[config.mk]
export PLATFORM = sky130hd
export DESIGN_NAME = modular_exponentiation
export DESIGN_NICKNAME = d
export VERILOG_FILES = /design/src/rtl/mexp_pkg.sv /design/src/rtl/mexp_datapath.sv /design/src/rtl/mexp_ctrl.sv /design/src/rtl/modular_exponentiation.sv
export SDC_FILE = /design/constraint.sdc
export NUM_CORES = 1
export LEC_CHECK = 0
export ABC_AREA = 1
export BUFFER_PORTS_ARGS = -buffer_cell sky130_fd_sc_hd__buf_2
export CORE_MARGIN = 4
export CORE_UTILIZATION = 40
export CTS_CLUSTER_SIZE = 40
export DETAILED_ROUTE_END_ITERATION = 16
export PLACE_DENSITY = 0.54
export SKIP_CTS_REPAIR_TIMING = 1
export SYNTH_ARGS = -nofsm -noshare
export SYNTH_HDL_FRONTEND = slang
export SYNTH_SLANG_ARGS = --single-unit
[constraint.sdc]
create_clock -name clk -period 8.89 [get_ports clk]
set_input_delay 2.2225 -clock clk [delete_from_list [all_inputs] [get_ports clk]]
set_output_delay 2.2225 -clock clk [all_outputs]
set_load 0.02 [all_outputs]
[src/rtl/mexp_pkg.sv]
// Shared types and constants for the modular exponentiation block.
// Used by mexp_ctrl, mexp_datapath and modular_exponentiation; no dependencies.
package mexp_pkg;

    localparam int unsigned WORD_W = 32;
    localparam int unsigned EXP_W = 63;

    // Bit counters: one count per operand bit plus start and commit cycles
    localparam int unsigned STEP_CNT_W = $clog2(WORD_W + 2);
    localparam int unsigned EXP_CNT_W = $clog2(EXP_W);

    localparam logic [WORD_W-1:0] MODULUS_RESET = WORD_W'(32'd1000000007);

    typedef enum logic [1:0] {
        OP_REDUCE = 2'd0,
        OP_SQUARE = 2'd1,
        OP_MULT   = 2'd2
    } op_t;

    typedef struct packed {
        logic load;
        logic op_start;
        logic op_step;
        logic op_write;
        op_t  op_sel;
        logic exp_shift;
        logic out_load;
    } cmd_t;

    typedef struct packed {
        logic exp_msb;
        logic mod_small;
    } status_t;

endpackage

[src/rtl/mexp_datapath.sv]
// Datapath: modulus register, operand registers and the shared shift-add
// modular multiplier/reducer. Depends on mexp_pkg; driven by mexp_ctrl.
module mexp_datapath (
    input  logic                           clk,
    input  logic                           rst_n,
    input  logic                           modulus_we,
    input  logic [mexp_pkg::WORD_W-1:0]    modulus_wdata,
    input  logic [mexp_pkg::WORD_W-1:0]    base_value,
    input  logic [mexp_pkg::EXP_W-1:0]     exponent,
    input  mexp_pkg::cmd_t                 cmd,
    output mexp_pkg::status_t              status,
    output logic [mexp_pkg::WORD_W-1:0]    result
);

    localparam int unsigned W = mexp_pkg::WORD_W;

    logic [W-1:0]                  mod_reg;
    logic [W-1:0]                  base_reg;
    logic [mexp_pkg::EXP_W-1:0]    exp_reg;
    logic [W-1:0]                  acc_reg;
    logic [W-1:0]                  r_reg;
    logic [W-1:0]                  x_reg;
    logic [W-1:0]                  y_reg;
    logic [W-1:0]                  result_reg;

    logic [W:0]   mod_ext;
    logic         is_reduce;
    logic         in_bit;
    logic [W:0]   dbl;
    logic [W-1:0] dbl_red;
    logic [W:0]   sum;
    logic [W-1:0] r_next;

    assign mod_ext   = {1'b0, mod_reg};
    assign is_reduce = (cmd.op_sel == mexp_pkg::OP_REDUCE);
    // Reduction shifts in the raw base bits; multiplication adds x per y bit
    assign in_bit    = is_reduce & y_reg[W-1];
    assign dbl       = {r_reg, in_bit};
    assign dbl_red   = (dbl >= mod_ext) ? W'(dbl - mod_ext) : dbl[W-1:0];
    assign sum       = {1'b0, dbl_red} + ((!is_reduce && y_reg[W-1]) ? {1'b0, x_reg} : '0);
    assign r_next    = (sum >= mod_ext) ? W'(sum - mod_ext) : sum[W-1:0];

    assign status.exp_msb   = exp_reg[mexp_pkg::EXP_W-1];
    assign status.mod_small = (mod_reg[W-1:1] == '0);
    assign result           = result_reg;

    always_ff @(posedge clk or negedge rst_n)
    begin
        if (!rst_n)
        begin
            mod_reg <= mexp_pkg::MODULUS_RESET;
        end
        else if (modulus_we)
        begin
            mod_reg <= modulus_wdata;
        end
    end

    always_ff @(posedge clk)
    begin
        if (cmd.load)
        begin
            base_reg <= base_value;
            exp_reg  <= exponent;
            acc_reg  <= W'(1);
        end
        else
        begin
            if (cmd.exp_shift)
            begin
                exp_reg <= {exp_reg[mexp_pkg::EXP_W-2:0], 1'b0};
            end
            if (cmd.op_write)
            begin
                if (is_reduce)
                begin
                    base_reg <= r_reg;
                end
                else
                begin
                    acc_reg <= r_reg;
                end
            end
        end

        if (cmd.op_start)
        begin
            r_reg <= '0;
            case (cmd.op_sel)
                mexp_pkg::OP_REDUCE:
                begin
                    x_reg <= '0;
                    y_reg <= base_reg;
                end
                mexp_pkg::OP_SQUARE:
                begin
                    x_reg <= acc_reg;
                    y_reg <= acc_reg;
                end
                mexp_pkg::OP_MULT:
                begin
                    x_reg <= base_reg;
                    y_reg <= acc_reg;
                end
                default:
                begin
                    x_reg <= '0;
                    y_reg <= '0;
                end
            endcase
        end
        else if (cmd.op_step)
        begin
            r_reg <= r_next;
            y_reg <= {y_reg[W-2:0], 1'b0};
        end

        if (cmd.out_load)
        begin
            result_reg <= status.mod_small ? '0 : acc_reg;
        end
    end

endmodule

[src/rtl/mexp_ctrl.sv]
// Controller: sequences base reduction, then square and conditional multiply
// per exponent bit, and owns the handshakes. Depends on mexp_pkg.
module mexp_ctrl (
    input  logic               clk,
    input  logic               rst_n,
    input  logic               in_valid,
    output logic               in_ready,
    output logic               out_valid,
    input  logic               out_ready,
    input  mexp_pkg::status_t  status,
    output mexp_pkg::cmd_t     cmd
);

    localparam int unsigned SW = mexp_pkg::STEP_CNT_W;
    localparam int unsigned EW = mexp_pkg::EXP_CNT_W;
    localparam logic [SW-1:0] STEP_LAST = SW'(mexp_pkg::WORD_W + 1);
    localparam logic [EW-1:0] EXP_LAST  = EW'(mexp_pkg::EXP_W - 1);

    typedef enum logic [2:0] {
        S_IDLE,
        S_REDUCE,
        S_SQUARE,
        S_MULT,
        S_FINISH
    } state_t;

    state_t          state_reg, state_next;
    logic [SW-1:0]   step_reg, step_next;
    logic [EW-1:0]   exp_cnt_reg, exp_cnt_next;
    logic            out_valid_reg, out_valid_next;

    logic in_beat;
    logic op_last;

    assign in_ready  = (state_reg == S_IDLE);
    assign out_valid = out_valid_reg;
    assign in_beat   = in_valid && in_ready;
    assign op_last   = (step_reg == STEP_LAST);

    always_comb
    begin
        cmd            = '0;
        cmd.op_sel     = mexp_pkg::OP_REDUCE;
        state_next     = state_reg;
        step_next      = step_reg;
        exp_cnt_next   = exp_cnt_reg;
        out_valid_next = out_valid_reg && !out_ready;

        case (state_reg)
            S_IDLE:
            begin
                if (in_beat)
                begin
                    cmd.load     = 1'b1;
                    step_next    = '0;
                    exp_cnt_next = '0;
                    state_next   = status.mod_small ? S_FINISH : S_REDUCE;
                end
            end
            S_REDUCE, S_SQUARE, S_MULT:
            begin
                cmd.op_sel = (state_reg == S_REDUCE) ? mexp_pkg::OP_REDUCE :
                             (state_reg == S_SQUARE) ? mexp_pkg::OP_SQUARE :
                                                       mexp_pkg::OP_MULT;
                cmd.op_start = (step_reg == '0);
                cmd.op_step  = !cmd.op_start && !op_last;
                cmd.op_write = op_last;
                step_next    = op_last ? '0 : step_reg + SW'(1);
                if (op_last)
                begin
                    if (state_reg == S_REDUCE)
                    begin
                        state_next = S_SQUARE;
                    end
                    else if (state_reg == S_SQUARE && status.exp_msb)
                    begin
                        state_next = S_MULT;
                    end
                    else
                    begin
                        // advance to the next exponent bit
                        cmd.exp_shift = 1'b1;
                        if (exp_cnt_reg == EXP_LAST)
                        begin
                            state_next = S_FINISH;
                        end
                        else
                        begin
                            exp_cnt_next = exp_cnt_reg + EW'(1);
                            state_next   = S_SQUARE;
                        end
                    end
                end
            end
            S_FINISH:
            begin
                // hold until the output register is free
                if (!out_valid_reg || out_ready)
                begin
                    cmd.out_load   = 1'b1;
                    out_valid_next = 1'b1;
                    state_next     = S_IDLE;
                end
            end
            default:
            begin
                state_next = S_IDLE;
            end
        endcase
    end

    always_ff @(posedge clk or negedge rst_n)
    begin
        if (!rst_n)
        begin
            state_reg     <= S_IDLE;
            step_reg      <= '0;
            exp_cnt_reg   <= '0;
            out_valid_reg <= 1'b0;
        end
        else
        begin
            state_reg     <= state_next;
            step_reg      <= step_next;
            exp_cnt_reg   <= exp_cnt_next;
            out_valid_reg <= out_valid_next;
        end
    end

    a_no_overwrite: assert property (@(posedge clk) disable iff (!rst_n)
        cmd.out_load |-> (!out_valid_reg || out_ready))
        else $error("result overwritten before it was taken");

    a_load_shows: assert property (@(posedge clk) disable iff (!rst_n)
        cmd.out_load |=> out_valid)
        else $error("loaded result not presented");

    a_busy_after_accept: assert property (@(posedge clk) disable iff (!rst_n)
        in_beat |=> !in_ready)
        else $error("input accepted twice back to back");

    a_exp_cnt_range: assert property (@(posedge clk) disable iff (!rst_n)
        (state_reg == S_SQUARE || state_reg == S_MULT) |-> (exp_cnt_reg <= EXP_LAST))
        else $error("exponent bit counter out of range");

    a_step_range: assert property (@(posedge clk) disable iff (!rst_n)
        step_reg <= STEP_LAST)
        else $error("step counter out of range");

endmodule

[src/rtl/modular_exponentiation.sv]
// Top level of the modular exponentiation block: controller plus datapath.
// Depends on mexp_pkg, mexp_ctrl and mexp_datapath.
//
// Computes base_value^exponent mod modulus by left-to-right square-and-multiply
// over all 63 exponent bits, with the base reduced first. One shared shift-add
// unit does every reduction and modular product, one operand bit per cycle; each
// operation runs as a start step, one step per operand bit (32 bits) and a commit
// step. A modulus of 0 or 1 skips the arithmetic: the controller goes straight to
// its finish state, which loads 0 into the output register. One item is in
// work at a time; a finished result waits in the output register while the
// next input beat is taken. Write modulus only while the block is idle.
module modular_exponentiation (
    input  logic                          clk,
    input  logic                          rst_n,
    input  logic                          modulus_we,
    input  logic [mexp_pkg::WORD_W-1:0]   modulus_wdata,
    input  logic                          in_valid,
    output logic                          in_ready,
    input  logic [mexp_pkg::WORD_W-1:0]   base_value,
    input  logic [mexp_pkg::EXP_W-1:0]    exponent,
    output logic                          out_valid,
    input  logic                          out_ready,
    output logic [mexp_pkg::WORD_W-1:0]   result
);

    mexp_pkg::cmd_t    cmd;
    mexp_pkg::status_t status;

    mexp_ctrl u_ctrl (
        .clk       (clk),
        .rst_n     (rst_n),
        .in_valid  (in_valid),
        .in_ready  (in_ready),
        .out_valid (out_valid),
        .out_ready (out_ready),
        .status    (status),
        .cmd       (cmd)
    );

    mexp_datapath u_datapath (
        .clk           (clk),
        .rst_n         (rst_n),
        .modulus_we    (modulus_we),
        .modulus_wdata (modulus_wdata),
        .base_value    (base_value),
        .exponent      (exponent),
        .cmd           (cmd),
        .status        (status),
        .result        (result)
    );

endmodule

# Word level (Yosys, flattened, before mapping)
# Cells that the tools add are included.
# totals
register_bits,303
in_bits,132
out_inout_bits,34
# op_classes
n_eq_ne,14
n_mux,40
n_reduce_logical,27
n_bitwise,2
add_sub_neg,5
magnitude_cmp,2
# ops
op,count
32-bit 2-to-1 mux,8
32-bit case mux with 2 select lines,2
63-bit 2-to-1 mux,2
33-bit by 32-bit greater-or-equal comparator with 1-bit output,2
32-bit subtractor,2
6-bit 2-to-1 mux,7
32-bit by 32-bit adder with 33-bit output,1
31-bit zero test,1
6-bit case mux with 2 select lines,2
3-bit 2-to-1 mux,7
"6-bit by 1-bit adder with 6-bit output, second input constant",2
"6-bit equality test, second input constant",2
2-bit nonzero test,5
1-bit 2-to-1 mux,9
3-bit case mux with 3 select lines,1
"2-bit != test, second input constant",4
"3-bit by 2-bit equality test with 1-bit output, second input constant",2
6-bit zero test,1
2-bit AND reduction,3
6-bit AND reduction,1
1-bit logical AND,5
1-bit zero test,5
2-bit 2-to-1 mux,2
"2-bit by 1-bit != test with 1-bit output, second input constant",2
other kinds (12),12

# Logic depth before layout (Yosys ltp)
# logic_depth
ltp_word,13
ltp_mapped,46
mapped_depth_nobuf,44

# Hierarchy
# Synthesis repeated with hierarchy kept, for this count alone.
# hier_totals
cells_unflattened,3053
hier_area_um2,21001.4
# modules_own_cells
module,cells_per_inst,area_each_um2,instances,seq_area_each_um2
mexp_datapath,2897,19902.8,1,7837.5
mexp_ctrl,156,1098.6,1,400.4

# Worst setup path after synthesis
# OpenSTA, ideal clock, no wires.
# synth_timing
kind,register -> register
start,reg u_datapath.mod_reg[2]
end,reg u_datapath.r_reg[30]
t_required_ns,8.777
path_buffers,2
path_slack_ns,3.951
arrival_time_ns,4.826
path_stages_with_launch,43
period_less_slack_ns,4.939
path_cell_list,dfstp_2 inv_1 ha_1 a21oi_1 o21ai_2 nand2_1 nand2_1 nand2_1 nand2_2 nand3_2 nand2_2 nand2_2 nand2_4 buf_6 o21ai_1 ha_1 inv_1 fa_1 [... 7 more ...] xor2_1 inv_1 ha_1 nand2_1 nand2_1 nand2_1 nand2_1 clkinv_1 nand2_1 nand2_1 nand2_1 nor2_1 nor2_1 nor2_2 buf_6 nand2_1 nand3_1 nand2_1
# synth_via
elab_chain_len,5
elab_cells_between_ends,7
classes_between,add/sub (3); order compare (2); mux (2)
# synth_rtl
element,line_no,source
from (decl),mexp_datapath.sv:17,logic [W-1:0] mod_reg;
from (signal assigned),mexp_datapath.sv:51,mod_reg <= mexp_pkg::MODULUS_RESET;
from (signal assigned),mexp_datapath.sv:55,mod_reg <= modulus_wdata;
32-bit subtractor / 33-bit by 32-bit greater-or-equal comparator with 1-bit output (equally long branches),mexp_datapath.sv:39,assign dbl_red = (dbl >= mod_ext) ? W'(dbl - mod_ext) : dbl[W-1:0];
32-bit 2-to-1 mux,mexp_datapath.sv:39,
32-bit by 32-bit adder with 33-bit output,mexp_datapath.sv:40,"assign sum = {1'b0, dbl_red} + ((!is_reduce && y_reg[W-1]) ? {1'b0, x_reg} : '0);"
32-bit subtractor / 33-bit by 32-bit greater-or-equal comparator with 1-bit output (equally long branches),mexp_datapath.sv:41,assign r_next = (sum >= mod_ext) ? W'(sum - mod_ext) : sum[W-1:0];
32-bit 2-to-1 mux *,mexp_datapath.sv:41,
to (signal assigned),mexp_datapath.sv:114,r_reg <= r_next;
to (decl),mexp_datapath.sv:21,logic [W-1:0] r_reg;
# Every way passes the cells marked *; elsewhere a longest branch is shown, timed or not.
# A chain may end at the register's enable or synchronous reset.

# Worst setup path after layout
# layout_timing
start,reg u_ctrl.state_reg[2]
end,reg u_datapath.r_reg[20]
# layout_via
elab_chain_len,11
elab_cells_between_ends,19
classes_between,add/sub (3); order compare (2); eq/ne (3); mux (6); bitwise (1); reduce/logical (4)
# layout_rtl
element,line_no,source
from (decl),mexp_ctrl.sv:27,"state_t state_reg, state_next;"
from (signal assigned),mexp_ctrl.sv:123,state_reg <= state_next;
3-bit by 2-bit equality test with 1-bit output,"mexp_ctrl.sv:49, mexp_ctrl.sv:63",
2-bit 2-to-1 mux,mexp_ctrl.sv:63,(state_reg == S_SQUARE) ? mexp_pkg::OP_SQUARE :
2-bit 2-to-1 mux,mexp_ctrl.sv:62,cmd.op_sel = (state_reg == S_REDUCE) ? mexp_pkg::OP_REDUCE :
6-bit 2-to-1 mux *,mexp_ctrl.sv:49,case (state_reg)
2-bit zero test,mexp_datapath.sv:35,assign is_reduce = (cmd.op_sel == mexp_pkg::OP_REDUCE);
1-bit bitwise AND / 1-bit zero test (equally long branches),"mexp_datapath.sv:37, mexp_datapath.sv:40",
"32-bit subtractor, or another cell as far along",mexp_datapath.sv:39,
"32-bit 2-to-1 mux, on equally long branches","mexp_datapath.sv:39, mexp_datapath.sv:40",
32-bit by 32-bit adder with 33-bit output,mexp_datapath.sv:40,
32-bit subtractor / 33-bit by 32-bit greater-or-equal comparator with 1-bit output (equally long branches),mexp_datapath.sv:41,
32-bit 2-to-1 mux,mexp_datapath.sv:41,
# Marks and branches as above.

==> flow_summary.toml <==
[run_status]
outcome = "complete, no violations"

[clock_network]
cts_sinks = 303
cts_root_buffer = "clkbuf_16"
cts_max_level = 2
clk_pin_slew_worst_paths_ns = 0.06
clock_latency_ns = 0.57
cts_tree = "done"
clk_path_buf_depth = 3
numCtsBuffers = 38

[synth]
muxShareOfSynthArea_pct = 0.0547
synthAdderAreaFrac_pct = 6.43
synth_commonest_cells = "nand2_1, inv_1, nor2_1"
synth-xor-area-share_pct = 2.04
yosys_warnings = 0
synth.top_cell.area_share_pct = 27.9
yosys-top-cells-area = "edfxtp_1, nand2_1, inv_1, dfxtp_1, ha_1"
synth_area_leader_cell = "edfxtp_1"
synth.avg_cell_area_sq_um = 6.91
yosys.area_share.simple_pct = 33.0
yosysMostFrequentCell = "nand2_1"
async_reset_ff_share_pct = 15.8
ys_seq_area_share_pct = 40.0
synth_compound_area_share_pct = 8.06
synth_cells = 2979
synth_fp_nets = 3215
synthFlopType = "edfxtp_1"
synth-edff-count = 191
netlist_area_sq_um = 20600
synth_top_family_by_area = "simple AND/OR/NAND/NOR gates"
ys_seq_elements = 303
synth_cell_types = 48

[layout]
fill_cells = 5360
seq_area_sq_um = 8240
largest_reg_flops = 63
final_net_count = 3353
layout-drive-gt1-share_pct = 9.72
area_delta_synth_final_pct = 13.0
multiInputGateArea_sq_um = 10200

[global_route]
grt_pass1_wl_mm = 111
grt_pass1_vias = 18300
track_usage_pct = 26.0
grt_overflow = 0
grt_start_max_net_pins = 99
antenna_found_initial = 0

[critical_path]
cp_slowest_cell = "nand2_2"
critPathBufInv = 4
crit_path_frequent_cell = "nand2_1"
worstSetupStartpointType = "flip-flop"
end_kind = "flip-flop"
cpPeakStageDelay_ns = 0.64
crit_arrival_ns = 8.18
critPathTopFamily = "simple AND/OR/NAND/NOR gates"
worstPathRequired_ns = 9.35
critPathKind = "reg -> reg"
crit_fanout = 36

[detailed_routing]
drcViolationCount = 0
vias = 19400
first_pass_iters = 7
final_antenna_net_count = 0
wl_mm = 74.5
vias_per_cell = 5.09
wl_per_cell_microns = 19.5
drt_iter0_markers = 1641

[placement]
portBuffers = 165
gp_congestion = 1.03
pre_cts_slack_ns = 1.30
dp_hpwl_mm = 58.8

[flow_run]
max_cap_viol_count = 0

[floorplanning]
die_area_sq_um = 55100
core_area_sq_um = 50500
io-pin-count = 166
die_height_microns = 235
rows = 82
die_w_microns = 235
initial_core_util_pct = 40.8

[timing]
min_period_ns = 7.73
whs_ns = 0.462
drv_slew = 0
setup_tns_ns = 0
relSlewSlack_pct = 24.2
worstMarginPinSlew_ns = 1.14
setup_viol = 0
timing.final.ws_setup_ns = 1.16
rsz0062_at_grt = "false"
fmax_ghz = 0.129
skew_ns = 0.0372
hold_viol_final = 0
post-route-period-util_pct = 86.9

[pwr]
pwr_density_cell_nw_per_um2 = 428
power_leakage_nw = 11.8
power.total_mw = 9.96
vdd_drop_max_mv = 0.183

[min_path]
hold_class = "reg -> reg"
path summary, 6_finish.rpt:
kind                                          end                  from  cells after the start  slack (ns)
max                          u_datapath.r_reg[20]   u_ctrl.state_reg[2]                     39        1.16
min                          u_datapath.r_reg[31]  u_datapath.r_reg[31]                      2        0.46
max reg2reg                  u_datapath.r_reg[20]   u_ctrl.state_reg[2]                     39        1.16
min reg2reg                  u_datapath.r_reg[31]  u_datapath.r_reg[31]                      2        0.46
max in group asynchronous  u_datapath.mod_reg[31]                 rst_n                      2        6.64
min in group asynchronous        u_ctrl.out_valid                 rst_n                      2        1.76
report_power, final:
part	total [mW]	internal, mW	switching (mW)
combinational	6.01	1.73	4.28
sequential	2.39	2.11	0.279
clock	1.56	0.936	0.626
total	9.96	4.77	5.18
routing by layer:
metal | share of wire [%] | track usage, % | vias up
met5 | 0 | 0 | -
met4 | 4.5 | 10.2 | 0
met3 | 7.1 | 4.60 | 151
met2 | 45 | 41.6 | 670
met1 | 44 | 35.1 | 8940
li1 | - | - | 9669
worst reg2reg max path: cells and delay by family, from the launching register on:
family / cells / cell delay [ns]
buffers and inverters: 4 / 0.41
DFF: 1 / 0.40
adders and majority gates: 4 / 1.40
AOI/OAI and AO/OA: 2 / 0.28
xor gates and xnor gates: 1 / 0.25
and+or+nand+nor: 28 / 4.93
per-stage QoR:
| step | cell area (sq um) | std cells | util [%] |
|---|---|---|---|
| 3_3_place_gp | 22000 | 3749 | 43.6 |
| 5_1_grt | 23300 | 3819 | 46.1 |
| 6_report | 23300 | 3820 | 46.1 |
| 2_1_floorplan | 20600 | 2979 | - |
| 3_5_place_dp | 22000 | 3749 | 43.6 |
| 4_1_cts | 23300 | 3819 | 46.1 |
kinds of logic (layout without fill, tap and decap cells):
family / count (synthesis) / after routing
buf+inv: 549 / 717
flops: 303 / 303
compound gates: 305 / 305
xor+xnor: 48 / 48
mux: 1 / 1
other cells: 0 / 1
fa+ha+maj: 104 / 104
simple gates: 1669 / 1669
cells in the final DEF (no fill, tap or decap), types with 5 or more instances in the layout:
| cell type | Yosys | routed |
|---|---|---|
| a21o_1 | 7 | 7 |
| a21oi_1 | 104 | 104 |
| a31oi_1 | 33 | 33 |
| buf_2 | 15 | 165 |
| buf_4 | 5 | 20 |
| clkbuf_1 | 50 | 15 |
| clkbuf_16 | 0 | 39 |
| clkinv_1 | 1 | 6 |
| dfrtp_1 | 32 | 32 |
| dfstp_2 | 16 | 16 |
| dfxtp_1 | 64 | 64 |
| edfxtp_1 | 191 | 191 |
| ha_1 | 101 | 101 |
| inv_1 | 457 | 455 |
| nand2_1 | 1128 | 1128 |
| nand2_2 | 22 | 22 |
| nand3_1 | 182 | 182 |
| nand3b_1 | 13 | 13 |
| nand4_1 | 21 | 21 |
| nor2_1 | 256 | 252 |
| nor2_2 | 8 | 9 |
| nor3_1 | 16 | 16 |
| nor4_1 | 9 | 9 |
| o21ai_0 | 129 | 129 |
| o21ai_1 | 5 | 5 |
| o21bai_1 | 13 | 13 |
| xnor2_1 | 17 | 17 |
| xor2_1 | 31 | 31 |
cell type report:
type                            count  area share [%]
Clock inverter                     16           0.909
Inverter                          462            7.46
Clock buffer                       54            4.44
Sequential cell                   303            35.4
Tap cell                          672            3.62
Timing Repair Buffer              185            4.20
Multi-Input combinational cell   2127            43.9
Antenna cell                        1          0.0108
(Power assumes the default switching activity.)
